$ cat config.mk
export PLATFORM = sky130hd
export DESIGN_NAME = bmh_ctrl
export DESIGN_NICKNAME = d
export VERILOG_FILES = /design/src/bmh_pkg.sv /design/src/bmh_ctrl.sv
export SDC_FILE = /design/constraint.sdc
export NUM_CORES = 1
export LEC_CHECK = 0
export ABC_CLOCK_PERIOD_IN_PS = 7900
export BUFFER_PORTS_ARGS = -buffer_cell sky130_fd_sc_hd__buf_2
export CAP_MARGIN = 0
export CORE_MARGIN = 3
export CORE_UTILIZATION = 34
export DETAILED_ROUTE_END_ITERATION = 8
export HOLD_SLACK_MARGIN = 0.02
export SETUP_SLACK_MARGIN = 0.4
export SLEW_MARGIN = 40
export SYNTH_ARGS = -nofsm -noshare
export SYNTH_HDL_FRONTEND = slang
export SYNTH_SLANG_ARGS = --single-unit
export TNS_END_PERCENT = 10
$ cat constraint.sdc
create_clock -name i_clk -period 7.9 [get_ports i_clk]
set_input_delay 0.79 -clock i_clk [delete_from_list [all_inputs] [get_ports i_clk]]
set_output_delay 0.79 -clock i_clk [all_outputs]
set_load 0.05 [all_outputs]
$ cat src/bmh_pkg.sv
// ----------------------------------------------------------------------------
// bmh_pkg
// Types and codes shared by the binary min-heap modules.
// ----------------------------------------------------------------------------
`default_nettype none

package bmh_pkg;

    localparam int KEY_W = 32;

    typedef enum logic [1:0] {
        OP_PUSH = 2'd0,
        OP_POP  = 2'd1,
        OP_PEEK = 2'd2
    } t_op;

    typedef enum logic [1:0] {
        ST_OK    = 2'd0,
        ST_EMPTY = 2'd1,
        ST_FULL  = 2'd2
    } t_status;

    typedef enum logic [2:0] {
        S_IDLE,
        S_UP_RD,
        S_UP_CMP,
        S_POP_LD,
        S_DN_RD,
        S_DN_CMP,
        S_PEEK_LD
    } t_state;

    // one result, as raised by the sequencer
    typedef struct packed {
        logic                    valid;
        logic signed [KEY_W-1:0] key;
        t_status                 status;
    } t_rsp;

endpackage

`default_nettype wire

$ cat src/bmh_ctrl.sv
// ----------------------------------------------------------------------------
// bmh_ctrl
// Sequencer for push, pop and peek: holds the entry count and walks the
// sift loops over the key store, keeping the moving key in a register.
// ----------------------------------------------------------------------------
`default_nettype none

module bmh_ctrl
    import bmh_pkg::*;
#(
    parameter  int CAPACITY = 1024,
    localparam int AW       = (CAPACITY > 1) ? $clog2(CAPACITY) : 1,
    localparam int CW       = $clog2(CAPACITY + 1),
    localparam int IW       = AW + 2
) (
    input  wire logic                    i_clk,
    input  wire logic                    i_rst_n,
    input  wire logic                    i_start,
    input  wire logic [1:0]              i_operation,
    input  wire logic signed [KEY_W-1:0] i_key_in,
    output logic                         o_busy,
    output logic                         o_mem_we,
    output logic [AW-1:0]                o_mem_waddr,
    output logic signed [KEY_W-1:0]      o_mem_wdata,
    output logic [AW-1:0]                o_mem_raddr_a,
    output logic [AW-1:0]                o_mem_raddr_b,
    input  wire logic signed [KEY_W-1:0] i_mem_rdata_a,
    input  wire logic signed [KEY_W-1:0] i_mem_rdata_b,
    output t_rsp                         o_rsp,
    output logic [CW-1:0]                o_count_next
);

    t_state                  r_state, n_state;
    logic [CW-1:0]           r_count, n_count;
    logic [IW-1:0]           r_pos,   n_pos;
    logic signed [KEY_W-1:0] r_key,   n_key;
    logic signed [KEY_W-1:0] r_root,  n_root;

    logic [IW-1:0]           w_cnt_x;
    logic [IW-1:0]           w_up;
    logic [IW-1:0]           w_kid;
    logic [IW-1:0]           w_kid_r;
    logic [CW-1:0]           w_last;
    logic                    w_right_ok;
    logic                    w_take_r;
    logic signed [KEY_W-1:0] w_child;
    logic [IW-1:0]           w_child_idx;

    assign w_cnt_x     = {{(IW-CW){1'b0}}, r_count};
    assign w_up        = (r_pos - IW'(1)) >> 1;
    assign w_kid       = {r_pos[IW-2:0], 1'b1};
    assign w_kid_r     = w_kid + IW'(1);
    assign w_last      = r_count - CW'(1);
    assign w_right_ok  = w_kid_r < w_cnt_x;
    // on equal children the left one wins
    assign w_take_r    = w_right_ok && (i_mem_rdata_a > i_mem_rdata_b);
    assign w_child     = w_take_r ? i_mem_rdata_b : i_mem_rdata_a;
    assign w_child_idx = w_take_r ? w_kid_r : w_kid;

    always_ff @(posedge i_clk) begin
        if (!i_rst_n) begin
            r_state <= S_IDLE;
            r_count <= '0;
        end else begin
            r_state <= n_state;
            r_count <= n_count;
        end
    end

    always_ff @(posedge i_clk) begin
        r_pos  <= n_pos;
        r_key  <= n_key;
        r_root <= n_root;
    end

    always_comb begin
        n_state       = r_state;
        n_count       = r_count;
        n_pos         = r_pos;
        n_key         = r_key;
        n_root        = r_root;
        o_mem_we      = 1'b0;
        o_mem_waddr   = '0;
        o_mem_wdata   = r_key;
        o_mem_raddr_a = '0;
        o_mem_raddr_b = '0;
        o_rsp         = '{valid: 1'b0, key: '0, status: ST_OK};

        case (r_state)
            S_IDLE: begin
                if (i_start) begin
                    case (i_operation)
                        OP_PUSH: begin
                            if (r_count >= CW'(CAPACITY)) begin
                                o_rsp = '{valid: 1'b1, key: '0, status: ST_FULL};
                            end else begin
                                n_key   = i_key_in;
                                n_pos   = w_cnt_x;
                                n_count = r_count + CW'(1);
                                n_state = S_UP_RD;
                            end
                        end
                        OP_POP: begin
                            if (r_count == '0) begin
                                o_rsp = '{valid: 1'b1, key: '0, status: ST_EMPTY};
                            end else begin
                                o_mem_raddr_b = w_last[AW-1:0];
                                n_state       = S_POP_LD;
                            end
                        end
                        OP_PEEK: begin
                            if (r_count == '0) begin
                                o_rsp = '{valid: 1'b1, key: '0, status: ST_EMPTY};
                            end else begin
                                n_state = S_PEEK_LD;
                            end
                        end
                        default: begin
                            o_rsp = '{valid: 1'b1, key: '0, status: ST_OK};
                        end
                    endcase
                end
            end

            S_UP_RD: begin
                if (r_pos == '0) begin
                    o_mem_we    = 1'b1;
                    o_rsp       = '{valid: 1'b1, key: '0, status: ST_OK};
                    n_state     = S_IDLE;
                end else begin
                    o_mem_raddr_a = w_up[AW-1:0];
                    n_state       = S_UP_CMP;
                end
            end

            S_UP_CMP: begin
                o_mem_we    = 1'b1;
                o_mem_waddr = r_pos[AW-1:0];
                if (i_mem_rdata_a > r_key) begin
                    // parent drops into the hole
                    o_mem_wdata = i_mem_rdata_a;
                    n_pos       = w_up;
                    n_state     = S_UP_RD;
                end else begin
                    o_rsp   = '{valid: 1'b1, key: '0, status: ST_OK};
                    n_state = S_IDLE;
                end
            end

            S_POP_LD: begin
                n_root  = i_mem_rdata_a;
                n_key   = i_mem_rdata_b;
                n_count = w_last;
                n_pos   = '0;
                if (w_last == '0) begin
                    o_rsp   = '{valid: 1'b1, key: i_mem_rdata_a, status: ST_OK};
                    n_state = S_IDLE;
                end else begin
                    n_state = S_DN_RD;
                end
            end

            S_DN_RD: begin
                if (w_kid >= w_cnt_x) begin
                    o_mem_we    = 1'b1;
                    o_mem_waddr = r_pos[AW-1:0];
                    o_rsp       = '{valid: 1'b1, key: r_root, status: ST_OK};
                    n_state     = S_IDLE;
                end else begin
                    o_mem_raddr_a = w_kid[AW-1:0];
                    if (w_right_ok) begin
                        o_mem_raddr_b = w_kid_r[AW-1:0];
                    end
                    n_state = S_DN_CMP;
                end
            end

            S_DN_CMP: begin
                o_mem_we    = 1'b1;
                o_mem_waddr = r_pos[AW-1:0];
                if (r_key > w_child) begin
                    o_mem_wdata = w_child;
                    n_pos       = w_child_idx;
                    n_state     = S_DN_RD;
                end else begin
                    o_rsp   = '{valid: 1'b1, key: r_root, status: ST_OK};
                    n_state = S_IDLE;
                end
            end

            S_PEEK_LD: begin
                o_rsp   = '{valid: 1'b1, key: i_mem_rdata_a, status: ST_OK};
                n_state = S_IDLE;
            end

            default: begin
                n_state = S_IDLE;
            end
        endcase
    end

    assign o_busy       = (r_state != S_IDLE);
    assign o_count_next = n_count;

endmodule

`default_nettype wire

# After elaboration in Yosys (flattened, before gate mapping)
# Cells that the tools add are included.
[classes] add_sub_neg=4 multipliers=0 div_mod_pow=0 magnitude_cmp=6 n_eq_ne=17 shift=0 n_mux=54 n_bitwise=0 n_reduce_logical=14
[ops] operator="35-bit two-way mux" n=8
[ops] operator="35-bit case mux with 7 select lines" n=1
[ops] operator="32-bit two-way mux" n=6
[ops] operator="32-bit case mux with 2 select lines" n=2
[ops] operator="32-bit greater-than comparator" n=3
[ops] operator="10-bit two-way mux" n=8
[ops] operator="12-bit two-way mux" n=6
[ops] operator="35-bit case mux with 2 select lines" n=1
[ops] operator="10-bit case mux with 2 select lines" n=3
[ops] operator="12-bit case mux with 4 select lines" n=1
[ops] operator="11-bit two-way mux" n=3
[ops] operator="11-bit zero test" n=2
[ops] operator="11-bit case mux with 2 select lines" n=1
[ops] operator="3-bit two-way mux" n=7
[ops] operator="3-bit case mux with 6 select lines" n=1
[ops] operator="12-bit by 1-bit adder with 12-bit output, second input constant" n=1
[ops] operator="12-bit by 11-bit greater-or-equal comparator with 1-bit output" n=1
[ops] operator="12-bit zero test" n=1
[ops] operator="12-bit by 11-bit less-than comparator with 1-bit output" n=1
[ops] operator="12-bit by 1-bit subtractor with 12-bit output, second input constant" n=1
[ops] operator="11-bit by 1-bit adder with 11-bit output, second input constant" n=1
[ops] operator="11-bit greater-or-equal comparator, second input constant" n=1
[ops] operator="11-bit by 1-bit subtractor with 11-bit output, second input constant" n=1
[ops] operator="3-bit equality test, second input constant" n=3
[ops] operator="22 further kinds" n=31
[word_totals] regBits=90 latch_bits=0 ram_bits=0 rom_bits=0 input_bits=101 out_inout_bits=110 word_cells=100 memories=0

# Logic depth before layout (Yosys ltp)
[logic_depth] word_depth=7 depth_mapped=25 depth_no_buf=22

# Worst setup path after synthesis
# Ideal clock, no wire load.
[synth_path] kind="flip-flop to output port" start="register r_pos[2]" end="output o_mem_wdata[0]" arrival_ps=5402 t_required_ps=7110 slack_ps=1708 stages_incl_launch_ff=26 path_buffers=4 path_cell_list="edfxtp_1 buf_2 nand3_1 nor2_1 and3_1 xnor2_1 inv_1 ha_1 a21o_1 a21o_1 a21oi_1 o211ai_2 or3_4 buf_6 buf_4 mux2i_1 ha_1 a21o_1 nand3_1 a21oi_1 or4b_1 a22o_1 o21ai_4 o21ai_4 buf_6 a221o_1"
[synth_between] elab_chain_cells=7
[synth_rtl] element="start: declaration" line_no="bmh_ctrl.sv:35" source="logic [IW-1:0] r_pos, n_pos;"
[synth_rtl] element="start signal: assignment" line_no="bmh_ctrl.sv:71" source="r_pos <= n_pos;"
[synth_rtl] element="12-bit by 1-bit adder with 12-bit output *" line_no="bmh_ctrl.sv:52" source="assign w_kid_r = w_kid + IW'(1);"
[synth_rtl] element="12-bit by 11-bit less-than comparator with 1-bit output *" line_no="bmh_ctrl.sv:54" source="assign w_right_ok = w_kid_r < w_cnt_x;"
[synth_rtl] element="1-bit logical AND *" line_no="bmh_ctrl.sv:56" source="assign w_take_r = w_right_ok && (i_mem_rdata_a > i_mem_rdata_b);"
[synth_rtl] element="32-bit two-way mux *" line_no="bmh_ctrl.sv:57" source="assign w_child = w_take_r ? i_mem_rdata_b : i_mem_rdata_a;"
[synth_rtl] element="32-bit greater-than comparator" line_no="bmh_ctrl.sv:181" source="if (r_key > w_child) begin"
[synth_rtl] element="32-bit two-way mux *" line_no="bmh_ctrl.sv:181"
[synth_rtl] element="32-bit case mux with 2 select lines *" line_no="bmh_ctrl.sv:89" source="case (r_state)"
[synth_rtl] element="end: declaration" line_no="bmh_ctrl.sv:24" source="output logic signed [KEY_W-1:0] o_mem_wdata,"
# Mark *: on every way between the ends. The rest lies on a longest branch, timed or not.

# Worst setup path after layout
[layout_path] start="register r_pos[1]" end="output o_mem_wdata[8]"
# The elaborated chain is that of the path after synthesis.

==> metrics <==
die area=28800 µm²; first-pass GRT wire length=46500 µm; Final Skew=11.8 ps; total inserted antenna cells=0; post-synthesis net count=1255; number of synthesized register bits=90; Setup TNS=0 ps; layout cells sized above 1=23.7%; Critical Path RT=7110 ps; CTS Buffer Depth=2; initial core utilization=34.7%; EDFF count, synth=76; vias post-DR=8761; switching fraction of total power=49.1%; Mapped Area=9100 µm²; unrepaired setup endpoints after global routing=no; largest net degree at the start of global routing=75; fill count=2691; Clock transition at path regs=80 ps; Fin Hold WS=689 ps; Die Width=170 µm; vias in the first global route=8405; Core Area=26200 µm²; GRT Total Usage=20.5%; LEAKAGE=5.11 nW; Initial DRC Count=735; IO buf count=210; Post-route DRC=0; First-pass DRT Iterations=5; Pwr Total=2.61 mW; Async SR Flop Fraction=0%; internal power=1.33 mW; Net Switching=1.28 mW; combinational group share of total power=55.9%; area grow syn2layout=18.9%; CTS tree=built; Final Cycle Share=89.9%; final setup fails=0; Vert. Die Dim=170 µm; Slew Viols, Final=0; H-tree levels=3; Hold Buf Count CTS=0; Final Critical Period=7100 ps; # placed instances=1541; count of cell types in the netlist=76; Crit Path Max Fanout=18; Clock Power Share=18.6%; final hold violations=0; synthesized area per cell=8.87 µm²; clk_lat worst skew=350 ps; initial antenna violation count=0; Setup CP Type=reg -> out; Setup crit start kind=flop; clock root cell=clkbuf_16; Synth Instances=1026; Final ANT Viol Nets=0; Final Util=41.3%; Hold Crit Class=in -> reg; clk sink count=90; PD cells=241 nW/µm²; crit path capture type=output port; critical path's slowest cell=edfxtp_1; leading cell type in the layout, fill and taps excluded=buf_2; cts bufs inserted=9; gpl congestion=0.871; Via density=5.61; remaining global-route overflow=0; maxcap violations=0; commonest non-fill, non-tap cells in the layout=buf_2, ha_1, nand2_1, inv_1, edfxtp_1; I/O pin count=211; post-synthesis sequential area ratio=28.2%; Post-Route WL=30900 µm; drt wl/cell=19.8 µm; worst stage delay on the critical path=490 ps; status=finished, final reports clean; fmax=141 MHz; Final nets=1450; Worst Tran Pin Value=927 ps; Rows=59; Most used DFF post-synth=edfxtp_1; sequential share of power=25.5%; Syn. warnings=0; Max VDD drop=0.252 mV; Final Non-Filler Cells=1561; CP arrival=6310 ps; HPWL after DPL=23800 µm; max_slew headroom=38.2%
[cell usage after synthesis, drive strengths merged, types with 2 or more instances]
| cell type | instances | area (µm²) |
|---|---|---|
| ha | 128 | 1600 |
| nand2 | 98 | 368 |
| inv | 96 | 360 |
| edfxtp | 76 | 2280 |
| o21ai | 75 | 398 |
| a21oi | 60 | 304 |
| nor3 | 52 | 343 |
| a22o | 33 | 289 |
| mux2i | 33 | 330 |
| a221o | 32 | 320 |
| buf | 32 | 224 |
| nand3 | 32 | 170 |
| xnor2 | 32 | 280 |
| nor2 | 30 | 113 |
| nand4 | 28 | 181 |
| and2 | 22 | 138 |
| clkbuf | 21 | 82.6 |
| dfxtp | 14 | 280 |
| o22ai | 11 | 68.8 |
| nor4 | 10 | 81.3 |
| and3 | 9 | 56.3 |
| nand2b | 9 | 56.3 |
| a21o | 8 | 60.1 |
| nor2b | 8 | 57.6 |
| or3 | 7 | 48.8 |
| xor2 | 7 | 61.3 |
| o211ai | 6 | 55.1 |
| a221oi | 5 | 43.8 |
| a31oi | 5 | 31.3 |
| o221ai | 5 | 43.8 |
| o31ai | 4 | 35.0 |
| or4 | 4 | 33.8 |
| a22oi | 3 | 22.5 |
| o21a | 3 | 23.8 |
| o311ai | 3 | 26.3 |
| nor3b | 2 | 25.0 |
| nor4b | 2 | 17.5 |
| or2 | 2 | 12.5 |
[worst max-delay path, delay by kind of cell (launching register included)]
kind / cells / cell delay (ps)
adder cells (fa/ha/maj): 2 / 590
multiplexers: 1 / 120
AND/OR/NAND/NOR: 7 / 1820
AO/OA/AOI/OAI: 9 / 1800
flip-flops: 1 / 490
buffers and inverters: 5 / 960
XOR/XNOR: 1 / 160
[kinds of logic (layout without fill, tap and decap cells)]
logic type,Yosys count,in the layout,synth area share [%]
muxes,33,33,3.63
DFF,90,90,28.2
buffers and inverters,150,349,7.37
AOI/OAI and AO/OA,265,265,20.2
xor gates and xnor gates,39,39,3.75
and+or+nand+nor,321,322,19.3
adders and majority gates,128,128,17.6
[final cells by class]
cell class | count | area (µm²) | share of cell area, %
Clock buffer | 9 | 225 | 2.08
Clock inverter | 7 | 101 | 0.936
Timing Repair Buffer | 236 | 1270 | 11.7
Multi-Input combinational cell | 787 | 5880 | 54.3
Sequential cell | 90 | 2560 | 23.7
Inverter | 97 | 364 | 3.36
Tap cell | 335 | 419 | 3.87
[flip-flops by register name, indices dropped and copies added (netlist names)]
name and cells:
r_count 11, r_key 32, r_pos 12, r_root 32, r_state 3
[what timing repair did]
action / 4_1_cts / 5_1_grt
buffers inserted: 0 / 3
endpoints found under the setup margin: 0 / 32
resized for setup: 0 / 1
[final timing paths]
check	startpoint	to	slack [ps]	cells after the start
min reg2reg	r_count[4]$_SDFF_PN0_	r_count[4]$_SDFF_PN0_	730	2
max	r_pos[1]$_DFFE_PP_	o_mem_wdata[8]	800	25
min	i_mem_rdata_a[0]	r_root[0]$_DFFE_PP_	690	1
max reg2reg	r_pos[1]$_DFFE_PP_	r_pos[10]$_DFFE_PP_	2080	24
[power groups by stage]
| stage | Sequential, mW | Combinational, mW | Clock, mW |
|---|---|---|---|
| 3_3_place_gp | 0.672 | 1.43 | 0 |
| 2_1_floorplan | 0.625 | 1.11 | 0 |
| 4_1_cts | 0.663 | 1.45 | 0.498 |
| 3_5_place_dp | 0.673 | 1.44 | 0 |
| 6_report | 0.665 | 1.46 | 0.487 |
| 5_1_grt | 0.672 | 1.58 | 0.514 |
[per-stage QoR]
stage	cell area (µm²)	worst slack [ps]
after floorplan	9100	1710
after global placement	10400	749
after detailed placement	10500	643
after CTS	10800	619
after global routing	10800	460
final	10800	795
[routing by layer]
metal  global-route usage [%]  routed length (µm)  up-vias
met5                        0                   0        -
met4                     4.87                 492        0
met3                     2.49                2180       28
met2                     35.9               14800      358
met1                     26.9               13400     4159
li1                         -                   -     4216
Power figures use the tool's default switching activity.
